===== src/rtl/ac253_pkg.sv =====
package ac253_pkg;

  localparam int ByteW = 8;
  localparam int ItemN = 7;
  localparam int AccW  = 48;
  localparam int OutW  = 128;

  localparam logic [2:0] ITEM_SRC   = 3'd0;
  localparam logic [2:0] ITEM_TYPE  = 3'd1;
  localparam logic [2:0] ITEM_APP   = 3'd2;
  localparam logic [2:0] ITEM_SVC   = 3'd3;
  localparam logic [2:0] ITEM_STATE = 3'd4;
  localparam logic [2:0] ITEM_ADP   = 3'd5;
  localparam logic [2:0] ITEM_FREQ  = 3'd6;

  localparam logic [1:0] KIND_UNKNOWN = 2'd0;
  localparam logic [1:0] KIND_CHANNEL = 2'd1;
  localparam logic [1:0] KIND_RADIO   = 2'd2;
  localparam logic [1:0] KIND_BEARING = 2'd3;

  localparam logic [7:0] CODE_CHANNEL = 8'd9;
  localparam logic [7:0] CODE_RADIO   = 8'd10;
  localparam logic [7:0] CODE_BEARING = 8'd22;

  localparam int ERR_EXT     = 0;
  localparam int ERR_END     = 1;
  localparam int ERR_NO_SRC  = 2;
  localparam int ERR_NO_TYPE = 3;

  typedef struct packed {
    logic [3:0]  error_flags;
    logic [6:0]  items_present;
    logic [15:0] bearing_raw;
    logic [31:0] frequency_value;
    logic [7:0]  adapter_second;
    logic [7:0]  adapter_first;
    logic [1:0]  message_kind;
    logic [7:0]  state_code;
    logic [15:0] application_code;
    logic [7:0]  service_code;
    logic [7:0]  source_id;
    logic [7:0]  source_area;
  } rec_t;

  typedef struct packed {
    logic       done;
    logic [2:0] idx;
    logic [3:0] err;
  } next_t;

  function automatic logic [2:0] item_len(input logic [2:0] idx);
    logic [2:0] len;
    case (idx)
      ITEM_SRC:   len = 3'd2;
      ITEM_TYPE:  len = 3'd1;
      ITEM_APP:   len = 3'd2;
      ITEM_SVC:   len = 3'd1;
      ITEM_STATE: len = 3'd1;
      ITEM_ADP:   len = 3'd2;
      default:    len = 3'd6;
    endcase
    return len;
  endfunction

  function automatic logic [1:0] map_kind(input logic [7:0] code);
    logic [1:0] k;
    case (code)
      CODE_CHANNEL: k = KIND_CHANNEL;
      CODE_RADIO:   k = KIND_RADIO;
      CODE_BEARING: k = KIND_BEARING;
      default:      k = KIND_UNKNOWN;
    endcase
    return k;
  endfunction

  // first present item at or after start; absent mandatory items flag errors
  function automatic next_t next_item(input logic [7:0] mask, input logic [1:0] kind,
                                      input logic [3:0] start);
    next_t res;
    logic  found;
    logic  pres;
    res   = '{done: 1'b1, idx: 3'd0, err: 4'd0};
    found = 1'b0;
    for (int k = 0; k < ItemN; k++) begin
      if (!found && (k >= int'(start))) begin
        pres = mask[7-k];
        if (k == int'(ITEM_FREQ)) pres = pres && (kind == KIND_BEARING);
        if (pres) begin
          found    = 1'b1;
          res.done = 1'b0;
          res.idx  = 3'(k);
        end else begin
          if (k == int'(ITEM_SRC))  res.err[ERR_NO_SRC]  = 1'b1;
          if (k == int'(ITEM_TYPE)) res.err[ERR_NO_TYPE] = 1'b1;
        end
      end
    end
    return res;
  endfunction

endpackage


===== src/rtl/ac253_parser.sv =====
module ac253_parser (
  input  logic                      clk,
  input  logic                      rst_n,
  input  logic                      step,
  input  logic [ac253_pkg::ByteW-1:0] data_byte,
  input  logic                      last,
  output ac253_pkg::rec_t           rec
);
  import ac253_pkg::*;

  typedef enum logic [3:0] {
    ST_MASK = 4'b0001,
    ST_EXT  = 4'b0010,
    ST_ITEM = 4'b0100,
    ST_DONE = 4'b1000
  } stage_t;

  stage_t          stage_r, stage_nxt;
  logic [2:0]      idx_r, idx_nxt;
  logic [2:0]      cnt_r, cnt_nxt;
  logic [7:0]      mask_r, mask_nxt;
  logic [AccW-1:0] acc_r, acc_nxt;
  logic [6:0]      cap_r, cap_nxt;
  logic [3:0]      err_r, err_nxt;
  logic [1:0]      kind_r, kind_nxt;
  logic [7:0]      area_r, area_nxt, sid_r, sid_nxt, svc_r, svc_nxt;
  logic [15:0]     app_r, app_nxt, brg_r, brg_nxt;
  logic [7:0]      st_r, st_nxt, adp1_r, adp1_nxt, adp2_r, adp2_nxt;
  logic [31:0]     freq_r, freq_nxt;

  logic            seek;
  logic [7:0]      seek_mask;
  logic [3:0]      seek_start;
  next_t           ni;

  always_comb begin
    stage_nxt  = stage_r;
    idx_nxt    = idx_r;
    cnt_nxt    = cnt_r;
    mask_nxt   = mask_r;
    acc_nxt    = acc_r;
    cap_nxt    = cap_r;
    err_nxt    = err_r;
    kind_nxt   = kind_r;
    area_nxt   = area_r;
    sid_nxt    = sid_r;
    svc_nxt    = svc_r;
    app_nxt    = app_r;
    st_nxt     = st_r;
    adp1_nxt   = adp1_r;
    adp2_nxt   = adp2_r;
    freq_nxt   = freq_r;
    brg_nxt    = brg_r;
    seek       = 1'b0;
    seek_mask  = mask_r;
    seek_start = 4'd0;
    unique case (stage_r)
      ST_MASK: begin
        mask_nxt  = data_byte;
        seek_mask = data_byte;
        if (data_byte[0]) stage_nxt = ST_EXT;
        else              seek      = 1'b1;
      end
      ST_EXT: begin
        if (!data_byte[0]) begin
          err_nxt[ERR_EXT] = 1'b1;
          stage_nxt        = ST_DONE;
        end
      end
      ST_ITEM: begin
        acc_nxt = {acc_r[AccW-9:0], data_byte};
        cnt_nxt = cnt_r + 3'd1;
        if (cnt_nxt == item_len(idx_r)) begin
          case (idx_r)
            ITEM_SRC: begin
              area_nxt = acc_nxt[15:8];
              sid_nxt  = acc_nxt[7:0];
            end
            ITEM_TYPE:  kind_nxt = map_kind(acc_nxt[7:0]);
            ITEM_APP:   app_nxt  = acc_nxt[15:0];
            ITEM_SVC:   svc_nxt  = acc_nxt[7:0];
            ITEM_STATE: st_nxt   = acc_nxt[7:0];
            ITEM_ADP: begin
              adp1_nxt = acc_nxt[15:8];
              adp2_nxt = acc_nxt[7:0];
            end
            default: begin
              freq_nxt = acc_nxt[47:16];
              brg_nxt  = acc_nxt[15:0];
            end
          endcase
          cap_nxt[idx_r] = 1'b1;
          seek           = 1'b1;
          seek_start     = {1'b0, idx_r} + 4'd1;
        end
      end
      ST_DONE: ;
      default: stage_nxt = ST_MASK;
    endcase
    ni = next_item(seek_mask, kind_nxt, seek_start);
    if (seek) begin
      err_nxt = err_nxt | ni.err;
      cnt_nxt = 3'd0;
      idx_nxt = ni.idx;
      stage_nxt = ni.done ? ST_DONE : ST_ITEM;
    end
  end

  always_comb begin
    rec.source_area      = cap_nxt[ITEM_SRC]   ? area_nxt : 8'd0;
    rec.source_id        = cap_nxt[ITEM_SRC]   ? sid_nxt  : 8'd0;
    rec.service_code     = cap_nxt[ITEM_SVC]   ? svc_nxt  : 8'd0;
    rec.application_code = cap_nxt[ITEM_APP]   ? app_nxt  : 16'd0;
    rec.state_code       = cap_nxt[ITEM_STATE] ? st_nxt   : 8'd0;
    rec.message_kind     = cap_nxt[ITEM_TYPE]  ? kind_nxt : KIND_UNKNOWN;
    rec.adapter_first    = cap_nxt[ITEM_ADP]   ? adp1_nxt : 8'd0;
    rec.adapter_second   = cap_nxt[ITEM_ADP]   ? adp2_nxt : 8'd0;
    rec.frequency_value  = cap_nxt[ITEM_FREQ]  ? freq_nxt : 32'd0;
    rec.bearing_raw      = cap_nxt[ITEM_FREQ]  ? brg_nxt  : 16'd0;
    rec.items_present    = cap_nxt;
    rec.error_flags      = err_nxt;
    if (stage_nxt != ST_DONE) rec.error_flags[ERR_END] = 1'b1;
  end

  always_ff @(posedge clk) begin
    if (!rst_n) begin
      stage_r <= ST_MASK;
      idx_r   <= 3'd0;
      cnt_r   <= 3'd0;
      mask_r  <= 8'd0;
      cap_r   <= 7'd0;
      err_r   <= 4'd0;
      kind_r  <= KIND_UNKNOWN;
    end else if (step) begin
      if (last) begin
        stage_r <= ST_MASK;
        idx_r   <= 3'd0;
        cnt_r   <= 3'd0;
        mask_r  <= 8'd0;
        cap_r   <= 7'd0;
        err_r   <= 4'd0;
        kind_r  <= KIND_UNKNOWN;
      end else begin
        stage_r <= stage_nxt;
        idx_r   <= idx_nxt;
        cnt_r   <= cnt_nxt;
        mask_r  <= mask_nxt;
        cap_r   <= cap_nxt;
        err_r   <= err_nxt;
        kind_r  <= kind_nxt;
      end
    end
  end

  always_ff @(posedge clk) begin
    if (step) begin
      acc_r  <= acc_nxt;
      area_r <= area_nxt;
      sid_r  <= sid_nxt;
      svc_r  <= svc_nxt;
      app_r  <= app_nxt;
      st_r   <= st_nxt;
      adp1_r <= adp1_nxt;
      adp2_r <= adp2_nxt;
      freq_r <= freq_nxt;
      brg_r  <= brg_nxt;
    end
  end

endmodule


===== src/rtl/asterix_cat253_record_parser.sv =====
// Category-253 record decoder.
// in_*: one record byte per request, in_tlast on the record's last byte.
//   The first byte is the presence mask; items follow in mask order.
// out_*: one result request per record, issued for the byte with in_tlast;
//   bytes without in_tlast produce nothing.
// Throughput: one byte per cycle; a last byte waits while the result
//   register is held. Each byte only steps the parse state in ac253_parser,
//   which sits between the input stage register and the result register.
// Stall: the result register holds while out_tready is low; input keeps
//   flowing until the next last byte reaches the input stage register,
//   which then holds that byte, and in_tready drops.
// Reset (rst_n low, synchronous): parser returns to awaiting a presence
//   mask, both stage registers are emptied.
module asterix_cat253_record_parser (
  input  logic                        clk,
  input  logic                        rst_n,
  input  logic                        in_tvalid,
  output logic                        in_tready,
  input  logic [ac253_pkg::ByteW-1:0] in_tdata,  // [7:0] data_byte
  input  logic                        in_tlast,  // end_of_record
  output logic                        out_tvalid,
  input  logic                        out_tready,
  // [7:0] source_area, [15:8] source_id, [23:16] service_code,
  // [39:24] application_code, [47:40] state_code, [49:48] message_kind,
  // [57:50] adapter_first, [65:58] adapter_second, [97:66] frequency_value,
  // [113:98] bearing_raw, [120:114] items_present, [124:121] error_flags
  output logic [ac253_pkg::OutW-1:0]  out_tdata
);
  import ac253_pkg::*;

  logic             stg_vld_r;
  logic [ByteW-1:0] stg_byte_r;
  logic             stg_last_r;
  logic             out_vld_r;
  rec_t             out_rec_r;
  rec_t             rec;
  logic             out_free;
  logic             stg_go;
  logic             in_acc;

  assign out_free  = !out_vld_r || out_tready;
  assign stg_go    = stg_vld_r && (!stg_last_r || out_free);
  assign in_tready = !stg_vld_r || stg_go;
  assign in_acc    = in_tvalid && in_tready;

  ac253_parser u_parser (
    .clk       (clk),
    .rst_n     (rst_n),
    .step      (stg_go),
    .data_byte (stg_byte_r),
    .last      (stg_last_r),
    .rec       (rec)
  );

  always_ff @(posedge clk) begin
    if (!rst_n) begin
      stg_vld_r <= 1'b0;
    end else if (in_acc) begin
      stg_vld_r <= 1'b1;
    end else if (stg_go) begin
      stg_vld_r <= 1'b0;
    end
  end

  always_ff @(posedge clk) begin
    if (in_acc) begin
      stg_byte_r <= in_tdata;
      stg_last_r <= in_tlast;
    end
  end

  always_ff @(posedge clk) begin
    if (!rst_n) begin
      out_vld_r <= 1'b0;
    end else if (stg_go && stg_last_r) begin
      out_vld_r <= 1'b1;
    end else if (out_tready) begin
      out_vld_r <= 1'b0;
    end
  end

  always_ff @(posedge clk) begin
    if (stg_go && stg_last_r) out_rec_r <= rec;
  end

  assign out_tvalid = out_vld_r;
  assign out_tdata  = {{(OutW - $bits(rec_t)){1'b0}}, out_rec_r};

  a_ext_excl: assert property (@(posedge clk) disable iff (!rst_n)
    out_vld_r && out_rec_r.error_flags[ERR_EXT] |->
      !out_rec_r.error_flags[ERR_NO_SRC] && !out_rec_r.error_flags[ERR_NO_TYPE]
      && (out_rec_r.items_present == 7'd0))
    else $error("extended mask result carries item data or item errors");

  a_freq_kind: assert property (@(posedge clk) disable iff (!rst_n)
    out_vld_r && out_rec_r.items_present[ITEM_FREQ] |->
      out_rec_r.items_present[ITEM_TYPE] && (out_rec_r.message_kind == KIND_BEARING))
    else $error("frequency/bearing captured without bearing message kind");

  a_kind_cap: assert property (@(posedge clk) disable iff (!rst_n)
    out_vld_r && (out_rec_r.message_kind != KIND_UNKNOWN) |->
      out_rec_r.items_present[ITEM_TYPE])
    else $error("message kind set without a captured type item");

  a_res_src: assert property (@(posedge clk) disable iff (!rst_n)
    $rose(out_vld_r) |-> $past(stg_vld_r && stg_last_r))
    else $error("result raised without a last byte in the parse stage");

endmodule


===== config.mk =====
export PLATFORM = sky130hd
export DESIGN_NAME = asterix_cat253_record_parser
export DESIGN_NICKNAME = d
export VERILOG_FILES = /design/src/rtl/ac253_pkg.sv /design/src/rtl/ac253_parser.sv /design/src/rtl/asterix_cat253_record_parser.sv
export SDC_FILE = /design/constraint.sdc
export NUM_CORES = 1
export LEC_CHECK = 0
export BUFFER_PORTS_ARGS = -buffer_cell sky130_fd_sc_hd__buf_2
export CAP_MARGIN = 20
export CORE_ASPECT_RATIO = 2
export CORE_UTILIZATION = 58
export CTS_CLUSTER_DIAMETER = 200
export DETAILED_ROUTE_END_ITERATION = 8
export PLACE_DENSITY = 0.87
export SYNTH_ARGS = -nofsm -noshare
export SYNTH_HDL_FRONTEND = slang
export SYNTH_HIERARCHICAL = 1
export SYNTH_SLANG_ARGS = --single-unit

===== constraint.sdc =====
create_clock -name clk -period 11.46 [get_ports clk]
set_clock_uncertainty 0.2 [all_clocks]
set_input_delay 0.573 -clock clk [delete_from_list [all_inputs] [get_ports clk]]
set_output_delay 0.573 -clock clk [all_outputs]
set_load 0.05 [all_outputs]

==> impl_metrics.toml <==
[timing]
drv_slew = 0
max_freq_mhz = 224
setup-violations-final = 0
rsz0062_at_grt = "false"
timing.hold.ws_ps = 19.1
hold_violations = 0
layout_min_cycle_time_ps = 4460
max_slew_margin = 0.199
worstMarginPinSlew_ps = 1180
fin_setup_tns_ps = 0
fin_crit_sh = 0.389

[cells_and_area]
nNetsFinal = 1024
finalInstanceArea_sq_mm = 0.0148
drive_above_1_share = 0.296
mostFrequentLayoutCells = "edfxtp_1 (286), buf_2 (139), mux2_2 (80)"
antenna_cells = 0
stdcell_count = 1298
final_common_cell = "edfxtp_1"
areaGrowthSynthToFinish_pct = 13.8

[setup_path]
cp_max_fo = 16
arrival_ps = 4530
crit_required_ps = 11530
critPathKind = "register to register"
critPathLaunchType = "register"
r2r_slack_ps = 7000
cp-end-kind = "register"

[run]
max_cap_viol_count = 0

[placed_design]
io_buffers = 139
place.gp.congestion = 0.912
dp.cells = 1253
hpwl_um = 18800
placedInstanceArea_sq_mm = 0.0140

[routing]
wl_per_cell_um = 22.1
antenna_left = 0
first_pass_iters = 5
wl_um = 28700
drc_errors = 0
vias_per_cell = 5.94
vias = 7705
drt_iter0_markers = 617

[clocking]
htreeDepth = 1
ctsResizeCount = 0
clkTransAtPathRegs_ps = 70
tritoncts_num_sinks = 317
cts_tree = "done"
cts_buffers = 25
clockBufferDepth = 3
clk_latency_ps = 530
root_buffer = "clkbuf_16"

[power_and_ir_drop]
combPwrFrac = 0.052
max-vdd-ir-drop_mv = 0.126
p_leak_nw = 5.48
p_int_mw = 1.85
power.density_mw_per_mm2 = 159
clockPowerShare = 0.394
seqPwrFrac = 0.554
switching_share = 0.212
switchingPower_uw = 499

[floorplanning]
die_area_sq_mm = 0.0231
ioPinCount = 143
num_rows = 77
die_h_um = 214
start_util = 0.590
fp.dieW_um = 108
core_sq_mm = 0.0221

[yosys]
async_flop_share = 0
ys_seq_elements = 317
netlist_area_sq_mm = 0.0130
synth_edf_count = 286
ys_types = 66
ys_seq_area_frac = 0.707
avgSynthCellArea_sq_um = 14.9
synth-main-ff-cell = "edfxtp_1"
synthCells = 873
ys_warn_count = 6

[global_routing]
overflow = 0
track_usage = 0.250
grt_max_degree = 83
grt_antenna_before_repair = 0
grt_pass1_wl_um = 43100
first_global_vias = 7774

[hold_path]
hp-class = "input pin to register"

[status]
status = "finished clean"
path summary, 6_finish.rpt:
check	startpoint	endpoint	depth (start not counted)
setup / recovery	u_parser/idx_r[0]$_SDFFE_PN0P_	out_tdata[35]$_DFFE_PP_	9
hold / removal	in_tdata[1]	stg_byte_r[1]$_DFFE_PP_	1
setup reg to reg	u_parser/idx_r[0]$_SDFFE_PN0P_	out_tdata[35]$_DFFE_PP_	9
hold reg to reg	u_parser/acc_r[17]$_DFFE_PP_	u_parser/acc_r[25]$_DFFE_PP_	0
state kept, by name, indices dropped and copies added, names as in the netlist, 7 cells and up:
signal / count
out_tdata: 125
stg_byte_r: 8
u_parser/acc_r: 40
u_parser/adp1_r: 8
u_parser/adp2_r: 8
u_parser/app_r: 16
u_parser/area_r: 8
u_parser/brg_r: 16
u_parser/cap_r: 7
u_parser/freq_r: 32
u_parser/mask_r: 7
u_parser/sid_r: 8
u_parser/st_r: 8
u_parser/svc_r: 8
power by group through the flow:
stage          clock network [mW]  registers, mW  logic, mW
6_report                    0.928           1.30      0.121
3_5_place_dp                    0           1.33      0.120
2_1_floorplan                   0           1.36     0.0597
3_3_place_gp                    0           1.33      0.117
4_1_cts                     0.937           1.30      0.121
5_1_grt                     0.973           1.31      0.129
layout make-up:
cell class | instances | area [sq um]
flip-flops and latches | 317 | 9210
fillers | 1425 | 7230
multi-input cells | 495 | 3570
repair buffers | 149 | 773
clock buffers | 29 | 641
well taps | 276 | 345
clock inverters | 15 | 228
inverters | 17 | 63.8
routing by layer:
| layer | GRT usage | up-vias | wire [um] |
|---|---|---|---|
| met4 | 0.160 | 0 | 1810 |
| met5 | 0 | - | 0 |
| met2 | 0.458 | 322 | 15900 |
| met1 | 0.264 | 3791 | 9700 |
| li1 | - | 3491 | - |
| met3 | 0.0271 | 101 | 1270 |
synth_stat cells (all sizes together) (6+ instances only):
master  instances  area share
nor2b          35       0.017
nand2          57       0.016
nor2           39       0.012
clkbuf         30      0.0086
dfxtp          31       0.048
and2           77       0.037
inv            17      0.0049
mux2          100       0.092
edfxtp        286        0.66
nand3          26       0.010
a31oi           6      0.0029
buf            16      0.0085
a21oi          27       0.011
o22ai           7      0.0034
mux2i           7      0.0054
ha              6      0.0058
o21ai          14      0.0054
nor3           16      0.0061
worst max-delay path, cell delays in order (launching register included):
cell and delay [ps]:
dfxtp_1 640, inv_1 190, ha_1 470, nor2b_1 310, o21ai_0 130, a211oi_1 460
or2_2 430, nand3_1 670, mux2_2 540, nor2b_1 140
cell families after synthesis:
group	Yosys count	synth area share
AOI/OAI and AO/OA	89	0.0438
xor gates and xnor gates	3	0.00202
adders and majority gates	6	0.00576
buffers and inverters	63	0.0220
DFF	317	0.707
muxes	107	0.0976
other	1	0.000288
and+or+nand+nor	287	0.122
through the flow:
step            util  worst slack (ps)  power, mW
2_1_floorplan      -              2190       1.42
3_3_place_gp   0.632              7310       1.44
3_5_place_dp   0.632              7110       1.45
4_1_cts        0.672              7060       2.36
5_1_grt        0.672              6720       2.41
6_report       0.672              7000       2.35
what timing repair did:
| action | in CTS | in global routing |
|---|---|---|
| hold buffers | 1 | 0 |
| endpoints found under the hold margin | 1 | 0 |
| setup buffers | 0 | 0 |
| setup endpoints to repair | 0 | 0 |
Note: power is estimated with default switching activity, not from simulation.
